### config.mk
export PLATFORM = sky130hd
export DESIGN_NAME = clock_tick_table_sync_gcd_unit
export DESIGN_NICKNAME = d
export VERILOG_FILES = /design/src/rtl/ctt_pkg.sv /design/src/rtl/ctt_table_ram.sv /design/src/rtl/ctt_gcd_unit.sv /design/src/rtl/clock_tick_table_sync_gcd_unit.sv
export SDC_FILE = /design/constraint.sdc
export NUM_CORES = 2
export LEC_CHECK = 0
export ABC_AREA = 0
export BUFFER_PORTS_ARGS = -buffer_cell sky130_fd_sc_hd__buf_4
export CORE_MARGIN = 2
export CORE_UTILIZATION = 50
export CTS_CLUSTER_DIAMETER = 60
export DETAILED_ROUTE_END_ITERATION = 8
export PLACE_DENSITY = 0.73
export SYNTH_ARGS = -nofsm -noshare
export SYNTH_HDL_FRONTEND = slang
export SYNTH_SLANG_ARGS = --single-unit
### constraint.sdc
create_clock -name clock -period 12.9 [get_ports clock]
set_input_delay 2.58 -clock clock [delete_from_list [all_inputs] [get_ports clock]]
set_output_delay 2.58 -clock clock [all_outputs]
set_load 0.02 [all_outputs]
### src/rtl/ctt_pkg.sv
`timescale 1ns / 1ps
// ----------------------------------------------------------------------------
// ctt_pkg
// Shared types, constants and helpers for the clock tick table sync unit.
// ----------------------------------------------------------------------------
package ctt_pkg;

   // table geometry and time width
   localparam int CLOCK_COUNT = 8;
   localparam int TIME_BITS   = 40;
   localparam int IDX_BITS    = $clog2(CLOCK_COUNT);
   localparam int CNT_BITS    = $clog2(CLOCK_COUNT + 1);
   localparam int SHIFT_BITS  = $clog2(TIME_BITS);
   localparam int MASK_BITS   = 8;
   localparam int KIND_BITS   = 2;
   localparam int ACTIVE_BITS = 4;

   // opcodes
   localparam logic [1:0] OP_LOAD  = 2'd0;
   localparam logic [1:0] OP_EVENT = 2'd1;
   localparam logic [1:0] OP_SYNC  = 2'd2;

   // clock kinds
   localparam logic [KIND_BITS-1:0] KIND_CONSTANT  = 2'd0;
   localparam logic [KIND_BITS-1:0] KIND_TRIGGERED = 2'd1;
   localparam logic [KIND_BITS-1:0] KIND_OTHER     = 2'd2;

   // register map
   localparam int           CSR_ADDR_BITS   = 3;
   localparam logic [0:0]   REG_ACTIVE_CNT  = 1'b0;

   typedef logic [TIME_BITS-1:0] time_type;

   // one table entry
   typedef struct packed {
      logic [KIND_BITS-1:0] kind;
      time_type             interval;
      time_type             next_tick;
   } entry_type;

   localparam entry_type RESET_ENTRY = '{kind: KIND_OTHER, interval: '0, next_tick: '0};

   // table write port
   typedef struct packed {
      logic                en;
      logic [IDX_BITS-1:0] addr;
      entry_type           data;
   } ram_wr_type;

   // GCD unit status
   typedef struct packed {
      logic     done;
      time_type result;
   } gcd_rsp_type;

   typedef enum logic [1:0] {
      G_IDLE,
      G_ALIGN,
      G_REDUCE
   } gcd_state_type;

   typedef enum logic [3:0] {
      ST_IDLE,
      ST_LOAD,
      ST_EV_READ,
      ST_EV_UPDATE,
      ST_SY_START,
      ST_SY_READ,
      ST_SY_DATA,
      ST_SY_WAIT,
      ST_FINISH
   } ctt_state_type;

   // add with saturation at the largest time value
   function automatic time_type sat_add(input time_type a, input time_type b);
      logic [TIME_BITS:0] s;
      s = {1'b0, a} + {1'b0, b};
      return s[TIME_BITS] ? '1 : s[TIME_BITS-1:0];
   endfunction

endpackage

### src/rtl/ctt_table_ram.sv
`timescale 1ns / 1ps
// ----------------------------------------------------------------------------
// ctt_table_ram
// Clock table memory: one write port, one registered read port. Per-entry
// valid bits give the reset contents until an entry is first written.
// ----------------------------------------------------------------------------
module ctt_table_ram
   import ctt_pkg::*;
(
   input  logic                clock,
   input  logic                reset,
   input  ram_wr_type          wr,
   input  logic [IDX_BITS-1:0] rd_addr,
   output entry_type           rd_data
);

   entry_type                  mem [CLOCK_COUNT];
   logic [CLOCK_COUNT-1:0]     valid_ff;
   entry_type                  rd_mem_ff;
   logic                       rd_valid_ff;

   // storage
   always_ff @(posedge clock) begin
      if (wr.en) begin
         mem[wr.addr] <= wr.data;
      end
      rd_mem_ff <= mem[rd_addr];
   end

   // valid bits
   always_ff @(posedge clock) begin
      if (reset) begin
         valid_ff    <= '0;
         rd_valid_ff <= 1'b0;
      end else begin
         if (wr.en) begin
            valid_ff[wr.addr] <= 1'b1;
         end
         rd_valid_ff <= valid_ff[rd_addr];
      end
   end

   assign rd_data = rd_valid_ff ? rd_mem_ff : RESET_ENTRY;

endmodule

### src/rtl/ctt_gcd_unit.sv
`timescale 1ns / 1ps
// ----------------------------------------------------------------------------
// ctt_gcd_unit
// Iterative binary GCD: one shift or subtract-and-shift per cycle.
// gcd(x, 0) = x. Raises done for one cycle with the result.
// ----------------------------------------------------------------------------
module ctt_gcd_unit
   import ctt_pkg::*;
(
   input  logic        clock,
   input  logic        reset,
   input  logic        start,
   input  time_type    op_a,
   input  time_type    op_b,
   output gcd_rsp_type rsp
);

   gcd_state_type          state_ff, state_in;
   time_type               a_ff, a_in;
   time_type               b_ff, b_in;
   logic [SHIFT_BITS-1:0]  k_ff, k_in;
   logic                   done_ff, done_in;
   time_type               result_ff, result_in;

   // state register
   always_ff @(posedge clock) begin
      if (reset) begin
         state_ff <= G_IDLE;
         done_ff  <= 1'b0;
      end else begin
         state_ff <= state_in;
         done_ff  <= done_in;
      end
   end

   // datapath registers
   always_ff @(posedge clock) begin
      a_ff      <= a_in;
      b_ff      <= b_in;
      k_ff      <= k_in;
      result_ff <= result_in;
   end

   // next state and step
   always_comb begin
      state_in  = state_ff;
      a_in      = a_ff;
      b_in      = b_ff;
      k_in      = k_ff;
      done_in   = 1'b0;
      result_in = result_ff;
      unique case (state_ff)
         G_IDLE: begin
            if (start) begin
               a_in     = op_a;
               b_in     = op_b;
               k_in     = '0;
               state_in = G_ALIGN;
            end
         end
         G_ALIGN: begin
            // strip common factors of two
            if (a_ff == '0 || b_ff == '0) begin
               result_in = (a_ff | b_ff) << k_ff;
               done_in   = 1'b1;
               state_in  = G_IDLE;
            end else if (!a_ff[0] && !b_ff[0]) begin
               a_in = a_ff >> 1;
               b_in = b_ff >> 1;
               k_in = k_ff + 1'b1;
            end else begin
               state_in = G_REDUCE;
            end
         end
         G_REDUCE: begin
            if (a_ff == '0 || b_ff == '0) begin
               result_in = (a_ff | b_ff) << k_ff;
               done_in   = 1'b1;
               state_in  = G_IDLE;
            end else if (!a_ff[0]) begin
               a_in = a_ff >> 1;
            end else if (!b_ff[0]) begin
               b_in = b_ff >> 1;
            end else if (a_ff >= b_ff) begin
               a_in = (a_ff - b_ff) >> 1;
            end else begin
               b_in = (b_ff - a_ff) >> 1;
            end
         end
         default: begin
            state_in = G_IDLE;
         end
      endcase
   end

   assign rsp.done   = done_ff;
   assign rsp.result = result_ff;

endmodule

### src/rtl/clock_tick_table_sync_gcd_unit.sv
`timescale 1ns / 1ps
// ----------------------------------------------------------------------------
// clock_tick_table_sync_gcd_unit
// Clock tick table with load, event advance and GCD sync point query.
//
//   channel | dir | contents
//   req_    | in  | tuser: opcode; tdata: index, kind, interval, shift, time, step
//   rsp_    | out | tdata: sync point, ticked mask (one transfer per request)
//   csr_    | in  | APB-style, one register: active clock count at 0x0
//
// Load writes one entry. Event reads each of the n active entries in turn,
// n being the active count; sync runs the binary GCD unit, one step per
// cycle, on time and step, then folds in each active non-triggered entry. One
// request at a time. Reset is synchronous and clears the table to its reset
// contents at once. A stalled result sits in the output register; the next
// request is taken meanwhile and waits at its end until that register is free.
// ----------------------------------------------------------------------------
module clock_tick_table_sync_gcd_unit
   import ctt_pkg::*;
(
   input  logic                     clock,
   input  logic                     reset,
   // request channel
   input  logic                     req_tvalid,
   output logic                     req_tready,
   input  logic [167:0]             req_tdata,  // clock_index, clock_kind, interval_us,
                                                // shift_us, time_us, model_step_us, pad
   input  logic [1:0]               req_tuser,  // opcode
   // result channel
   output logic                     rsp_tvalid,
   input  logic                     rsp_tready,
   output logic [47:0]              rsp_tdata,  // sync_point_us, ticked_mask
   // configuration port
   input  logic                     csr_psel,
   input  logic                     csr_penable,
   input  logic                     csr_pwrite,
   input  logic [CSR_ADDR_BITS-1:0] csr_paddr,
   input  logic [31:0]              csr_pwdata,
   output logic [31:0]              csr_prdata,
   output logic                     csr_pready
);

   ctt_state_type           state_ff, state_in;
   logic [1:0]              op_ff, op_in;
   logic [2:0]              idx_ff, idx_in;
   logic [KIND_BITS-1:0]    kind_ff, kind_in;
   time_type                interval_ff, interval_in;
   time_type                shift_ff, shift_in;
   time_type                time_ff, time_in;
   time_type                step_ff, step_in;
   time_type                acc_ff, acc_in;
   logic [MASK_BITS-1:0]    mask_ff, mask_in;
   logic [CNT_BITS-1:0]     cnt_ff, cnt_in;
   logic [ACTIVE_BITS-1:0]  active_ff;
   logic                    rsp_valid_ff, rsp_valid_in;
   logic [47:0]             rsp_data_ff, rsp_data_in;

   logic [CNT_BITS-1:0]     n_eff;
   logic                    req_fire;
   logic                    csr_write;
   ram_wr_type              ram_wr;
   logic [IDX_BITS-1:0]     ram_rd_addr;
   entry_type               ram_rd;
   logic                    gcd_start;
   time_type                gcd_a;
   time_type                gcd_b;
   gcd_rsp_type             gcd_rsp;

   // configuration register
   assign csr_pready = 1'b1;
   assign csr_write  = csr_psel & csr_penable & csr_pwrite;

   always_ff @(posedge clock) begin
      if (reset) begin
         active_ff <= '0;
      end else if (csr_write && csr_paddr[2] == REG_ACTIVE_CNT) begin
         active_ff <= csr_pwdata[ACTIVE_BITS-1:0];
      end
   end

   assign csr_prdata = (csr_paddr[2] == REG_ACTIVE_CNT) ?
                       {{(32-ACTIVE_BITS){1'b0}}, active_ff} : '0;

   // active entries, clamped to the table size
   assign n_eff = (int'(active_ff) > CLOCK_COUNT) ? CNT_BITS'(CLOCK_COUNT)
                                                  : CNT_BITS'(active_ff);

   assign req_tready = (state_ff == ST_IDLE);
   assign req_fire   = req_tvalid & req_tready;

   // table and GCD unit
   ctt_table_ram u_table (
      .clock   (clock),
      .reset   (reset),
      .wr      (ram_wr),
      .rd_addr (ram_rd_addr),
      .rd_data (ram_rd)
   );

   ctt_gcd_unit u_gcd (
      .clock (clock),
      .reset (reset),
      .start (gcd_start),
      .op_a  (gcd_a),
      .op_b  (gcd_b),
      .rsp   (gcd_rsp)
   );

   assign ram_rd_addr = cnt_ff[IDX_BITS-1:0];

   // control registers
   always_ff @(posedge clock) begin
      if (reset) begin
         state_ff     <= ST_IDLE;
         rsp_valid_ff <= 1'b0;
      end else begin
         state_ff     <= state_in;
         rsp_valid_ff <= rsp_valid_in;
      end
   end

   // payload registers
   always_ff @(posedge clock) begin
      op_ff       <= op_in;
      idx_ff      <= idx_in;
      kind_ff     <= kind_in;
      interval_ff <= interval_in;
      shift_ff    <= shift_in;
      time_ff     <= time_in;
      step_ff     <= step_in;
      acc_ff      <= acc_in;
      mask_ff     <= mask_in;
      cnt_ff      <= cnt_in;
      rsp_data_ff <= rsp_data_in;
   end

   // sequencer
   always_comb begin
      state_in     = state_ff;
      op_in        = op_ff;
      idx_in       = idx_ff;
      kind_in      = kind_ff;
      interval_in  = interval_ff;
      shift_in     = shift_ff;
      time_in      = time_ff;
      step_in      = step_ff;
      acc_in       = acc_ff;
      mask_in      = mask_ff;
      cnt_in       = cnt_ff;
      rsp_data_in  = rsp_data_ff;
      rsp_valid_in = rsp_valid_ff & ~rsp_tready;
      ram_wr       = '0;
      gcd_start    = 1'b0;
      gcd_a        = acc_ff;
      gcd_b        = ram_rd.next_tick;

      unique case (state_ff)
         ST_IDLE: begin
            if (req_fire) begin
               op_in       = req_tuser;
               idx_in      = req_tdata[2:0];
               kind_in     = req_tdata[4:3];
               interval_in = req_tdata[44:5];
               shift_in    = req_tdata[84:45];
               time_in     = req_tdata[124:85];
               step_in     = req_tdata[164:125];
               acc_in      = '0;
               mask_in     = '0;
               cnt_in      = '0;
               case (req_tuser)
                  OP_LOAD:  state_in = ST_LOAD;
                  OP_EVENT: state_in = ST_EV_READ;
                  OP_SYNC:  state_in = ST_SY_START;
                  default:  state_in = ST_FINISH;
               endcase
            end
         end
         ST_LOAD: begin
            if (int'(idx_ff) < CLOCK_COUNT) begin
               ram_wr.en             = 1'b1;
               ram_wr.addr           = idx_ff[IDX_BITS-1:0];
               ram_wr.data.kind      = kind_ff;
               ram_wr.data.interval  = interval_ff;
               ram_wr.data.next_tick = sat_add(time_ff, shift_ff);
            end
            state_in = ST_FINISH;
         end
         // event: read entry, then compare and advance
         ST_EV_READ: begin
            state_in = (cnt_ff == n_eff) ? ST_FINISH : ST_EV_UPDATE;
         end
         ST_EV_UPDATE: begin
            if (ram_rd.kind == KIND_CONSTANT && ram_rd.next_tick == time_ff) begin
               ram_wr.en             = 1'b1;
               ram_wr.addr           = cnt_ff[IDX_BITS-1:0];
               ram_wr.data.kind      = ram_rd.kind;
               ram_wr.data.interval  = ram_rd.interval;
               ram_wr.data.next_tick = sat_add(ram_rd.next_tick, ram_rd.interval);
               if (int'(cnt_ff) < MASK_BITS) begin
                  mask_in[cnt_ff[2:0]] = 1'b1;
               end
            end
            cnt_in   = cnt_ff + 1'b1;
            state_in = ST_EV_READ;
         end
         // sync: gcd of time and step, then fold in each non-triggered entry
         ST_SY_START: begin
            gcd_start = 1'b1;
            gcd_a     = time_ff;
            gcd_b     = step_ff;
            state_in  = ST_SY_WAIT;
         end
         ST_SY_WAIT: begin
            if (gcd_rsp.done) begin
               acc_in   = gcd_rsp.result;
               state_in = ST_SY_READ;
            end
         end
         ST_SY_READ: begin
            state_in = (cnt_ff == n_eff) ? ST_FINISH : ST_SY_DATA;
         end
         ST_SY_DATA: begin
            cnt_in = cnt_ff + 1'b1;
            if (ram_rd.kind != KIND_TRIGGERED) begin
               gcd_start = 1'b1;
               state_in  = ST_SY_WAIT;
            end else begin
               state_in  = ST_SY_READ;
            end
         end
         ST_FINISH: begin
            // hand over once the output register is free
            if (!rsp_valid_ff || rsp_tready) begin
               rsp_valid_in = 1'b1;
               rsp_data_in  = '0;
               if (op_ff == OP_SYNC) begin
                  rsp_data_in[39:0] = acc_ff;
               end
               if (op_ff == OP_EVENT) begin
                  rsp_data_in[47:40] = mask_ff;
               end
               state_in = ST_IDLE;
            end
         end
         default: begin
            state_in = ST_IDLE;
         end
      endcase
   end

   assign rsp_tvalid = rsp_valid_ff;
   assign rsp_tdata  = rsp_data_ff;

endmodule
==> results.json <==
{
  "setup_viol": 0,
  "clkLatencyLatePin_ns": 0.77,
  "leakage_nw": 22.8,
  "syn_inst": 4646,
  "worst_slew_pin_slew_ns": 1.19,
  "fp.dieH_um": 337,
  "cp.required_ns": 13.27,
  "synth_xor_area_frac": 0.0273,
  "dieArea_um2": 114000,
  "synth.area.mux_share": 0.0220,
  "clock-sinks": 1152,
  "antenna_found_initial": 2,
  "cap_violations": 0,
  "rsz0062_at_grt": "no",
  "grt_max_degree": 81,
  "synthSimpleGateAreaFrac": 0.109,
  "track_usage": 0.315,
  "powerDensity_nw_per_um2": 254,
  "relSlewSlack": 0.200,
  "status": "finished, final reports clean",
  "hold_violations": 0,
  "crit_type": "flop to flop",
  "wl_per_cell_um": 28.6,
  "cp_top_family": "buffers and inverters",
  "drc": 0,
  "synth_compound_area_frac": 0.157,
  "routed_wl_um": 183000,
  "fin_ws_ns": 5.89,
  "synth_top_family_by_area": "compound AO/OA/AOI/OAI gates",
  "area_growth_pct": 13.2,
  "cp_slowest_cell": "dfxtp_4",
  "post-place-ws_ns": 6.06,
  "fmax_mhz": 143,
  "start_util": 0.503,
  "busiest_layer": "met2",
  "cp_common_cell": "buf_4",
  "crit_chain": "buf_4 -> nand2_1 -> a22oi_1 -> nand4_1 -> a2111oi_0 -> and4_1 -> and4_2 -> buf_4 -> buf_4 -> nand2_1 -> a21o_1 -> nor2_4 -> buf_4 -> buf_4",
  "routed_via_density": 6.43,
  "cts_tree": "done",
  "ys_async_sr_fraction": 0,
  "clockBufferDepth": 3,
  "place_inst": 6149,
  "synth.avg_cell_area_um2": 12.0,
  "cp.arrival_ns": 7.38,
  "ys_seq_area_frac": 0.604,
  "min_period_ns": 7.01,
  "portBuffers": 232,
  "grt_pass1_vias": 38596,
  "finalSetupTns_ns": 0,
  "synth_top_flop_cell": "edfxtp_1",
  "holdBufCountCts": 0,
  "crit_buf_inv": 5,
  "drtIter0Drc": 5453,
  "nets": 5187,
  "cts_buffers": 120,
  "postRouteAntennaNets": 0,
  "synthesis.area_um2": 55600,
  "cts_setup_buffers": 0,
  "hold_class": "flop to flop",
  "slowest_delay_ns": 0.91,
  "core-area_um2": 110000,
  "vias": 41016,
  "place_hpwl_um": 124000,
  "gr-usage-met2": 0.483,
  "skew_ns": 0.0850,
  "ys_ff_latch": 1152,
  "htreeDepth": 3,
  "min_period_over_period": 0.543,
  "finalWeightedCongestion": 1.04,
  "hold_slack_ns": 0.450,
  "yosysWarnings": 0,
  "endpoint_kind": "flop",
  "synth_fa_ha_area_frac": 0.0450,
  "drt_pass1_iterations": 6,
  "grt_use_met3": 0.0637,
  "gr-total-overflow": 0,
  "fp.dieW_um": 337,
  "ys_types": 98,
  "synth_edf_count": 1049,
  "ioPinCount": 295,
  "clk_pin_slew_ns": 0.06,
  "ir_drop_v": 0.000153,
  "root_buffer": "clkbuf_16",
  "cp_max_fo": 66,
  "start_kind": "flop",
  "num_rows": 122,
  "slew_viol_final": 0,
  "drive_gt1_frac": 0.124,
  "grt_util_met1": 0.418,
  "cts_resized": 0,
  "instances_no_fill": 6374,
  "grt_pass1_wl_um": 261000
}
-- final cells by class --
type | instances | area, µm²
fillers | 8878 | 47500
diodes | 1 | 2.50
inverters | 180 | 681
clock inverters | 80 | 1080
multi-input cells | 3032 | 20300
clock buffers | 144 | 3220
well taps | 1488 | 1860
repair buffers | 297 | 2230
flip-flops and latches | 1152 | 33600
-- per-stage QoR --
step | utilization | power (mW) | area, µm²
after floorplan | - | 9.85 | 55700
after CTS | 0.570 | 15.8 | 62900
after global routing | 0.570 | 16.6 | 62900
final | 0.570 | 16.0 | 62900
after global placement | 0.531 | 12.1 | 58600
after detailed placement | 0.531 | 12.1 | 58600
-- worst paths after layout --
path                                     startpoint               endpoint  cells after the start  slack, ns
worst max-delay path            u_table.rd_valid_ff     u_table.mem[3][43]                     14       5.89
worst min-delay path             u_table.mem[2][22]  u_table.rd_mem_ff[22]                      2       0.45
worst max register to register  u_table.rd_valid_ff     u_table.mem[3][43]                     14       5.89
worst min register to register   u_table.mem[2][22]  u_table.rd_mem_ff[22]                      2       0.45
-- state kept, by name, summed over array words and instances, names as in the netlist, 6 cells and up --
register,cells
u_gcd.result_ff,40
u_table.rd_mem_ff,82
u_gcd.a_ff,40
rsp_tdata,48
u_table.mem,656
time_ff,40
interval_ff,40
step_ff,40
u_gcd.b_ff,40
shift_ff,40
mask_ff,8
u_gcd.k_ff,6
u_table.valid_ff,8
acc_ff,40
-- worst min-delay path, stage by stage, from the launching register on --
cell and delay (ns):
edfxtp_1 0.32, a22oi_1 0.06, nand4_1 0.06
-- routing by layer --
metal,vias up,wire [µm]
li1,17803,-
met1,20180,69600
met2,2562,82200
met3,471,19100
met4,0,11600
met5,-,0
-- cell usage in the layout (no fill, tap or decap), types with 15 or more instances in the layout --
cell type / instances
edfxtp_1: 1049
nand2_1: 353
a22oi_1: 343
a21oi_1: 304
buf_4: 297
nor2_1: 278
o21ai_0: 189
ha_1: 187
inv_1: 169
and2_1: 145
xnor2_1: 130
clkbuf_16: 120
dfxtp_1: 101
nand4_1: 100
nor2b_1: 78
a31oi_1: 74
nand3_1: 62
mux2i_1: 60
a21o_1: 50
o21bai_1: 50
nor4_1: 45
a221oi_1: 41
nor3_1: 39
a211oi_1: 36
xor2_1: 36
nand2b_1: 30
conb_1: 29
o21ai_1: 26
o22ai_1: 26
and3_1: 24
mux4_2: 24
clkinv_2: 20
clkinv_1: 19
bufinv_16: 18
o211ai_1: 17
o31ai_1: 15
o21a_1: 15
-- power breakdown --
group	leakage (nW)	switching [mW]	internal (mW)
clock	2.11	1.54	2.17
combinational	9.85	4.32	2.25
sequential	10.8	0.773	4.94
total	22.8	6.63	9.36
-- cell families after synthesis --
logic type,Yosys count
simple gates,1232
mux,91
flops,1152
other cells,2
compound gates,1311
fa+ha+maj,199
buf+inv,489
xor+xnor,170
-- synthesized netlist by cell type (11+ instances only) --
master | instances | area [µm²]
edfxtp_1 | 1049 | 31500
nand2_1 | 355 | 1330
a22oi_1 | 343 | 2570
a21oi_1 | 304 | 1520
nor2_1 | 292 | 1100
clkbuf_1 | 195 | 732
o21ai_0 | 189 | 946
ha_1 | 188 | 2350
inv_1 | 171 | 642
and2_1 | 146 | 913
xnor2_1 | 130 | 1140
dfxtp_1 | 103 | 2060
nand4_1 | 100 | 626
nor2b_1 | 80 | 500
a31oi_1 | 74 | 463
nand3_1 | 62 | 310
mux2i_1 | 60 | 601
a21o_1 | 50 | 375
o21bai_1 | 50 | 375
nor4_1 | 45 | 282
buf_1 | 44 | 165
nor3_1 | 42 | 210
a221oi_1 | 41 | 359
a211oi_1 | 36 | 270
buf_2 | 36 | 180
xor2_1 | 36 | 315
buf_4 | 34 | 255
nand2b_1 | 31 | 194
and3_1 | 26 | 163
o21ai_1 | 26 | 130
o22ai_1 | 26 | 163
mux4_2 | 24 | 541
o211ai_1 | 17 | 128
o21a_1 | 15 | 113
o31ai_1 | 15 | 113
or3_1 | 11 | 68.8
Power figures use the tool's default switching activity.
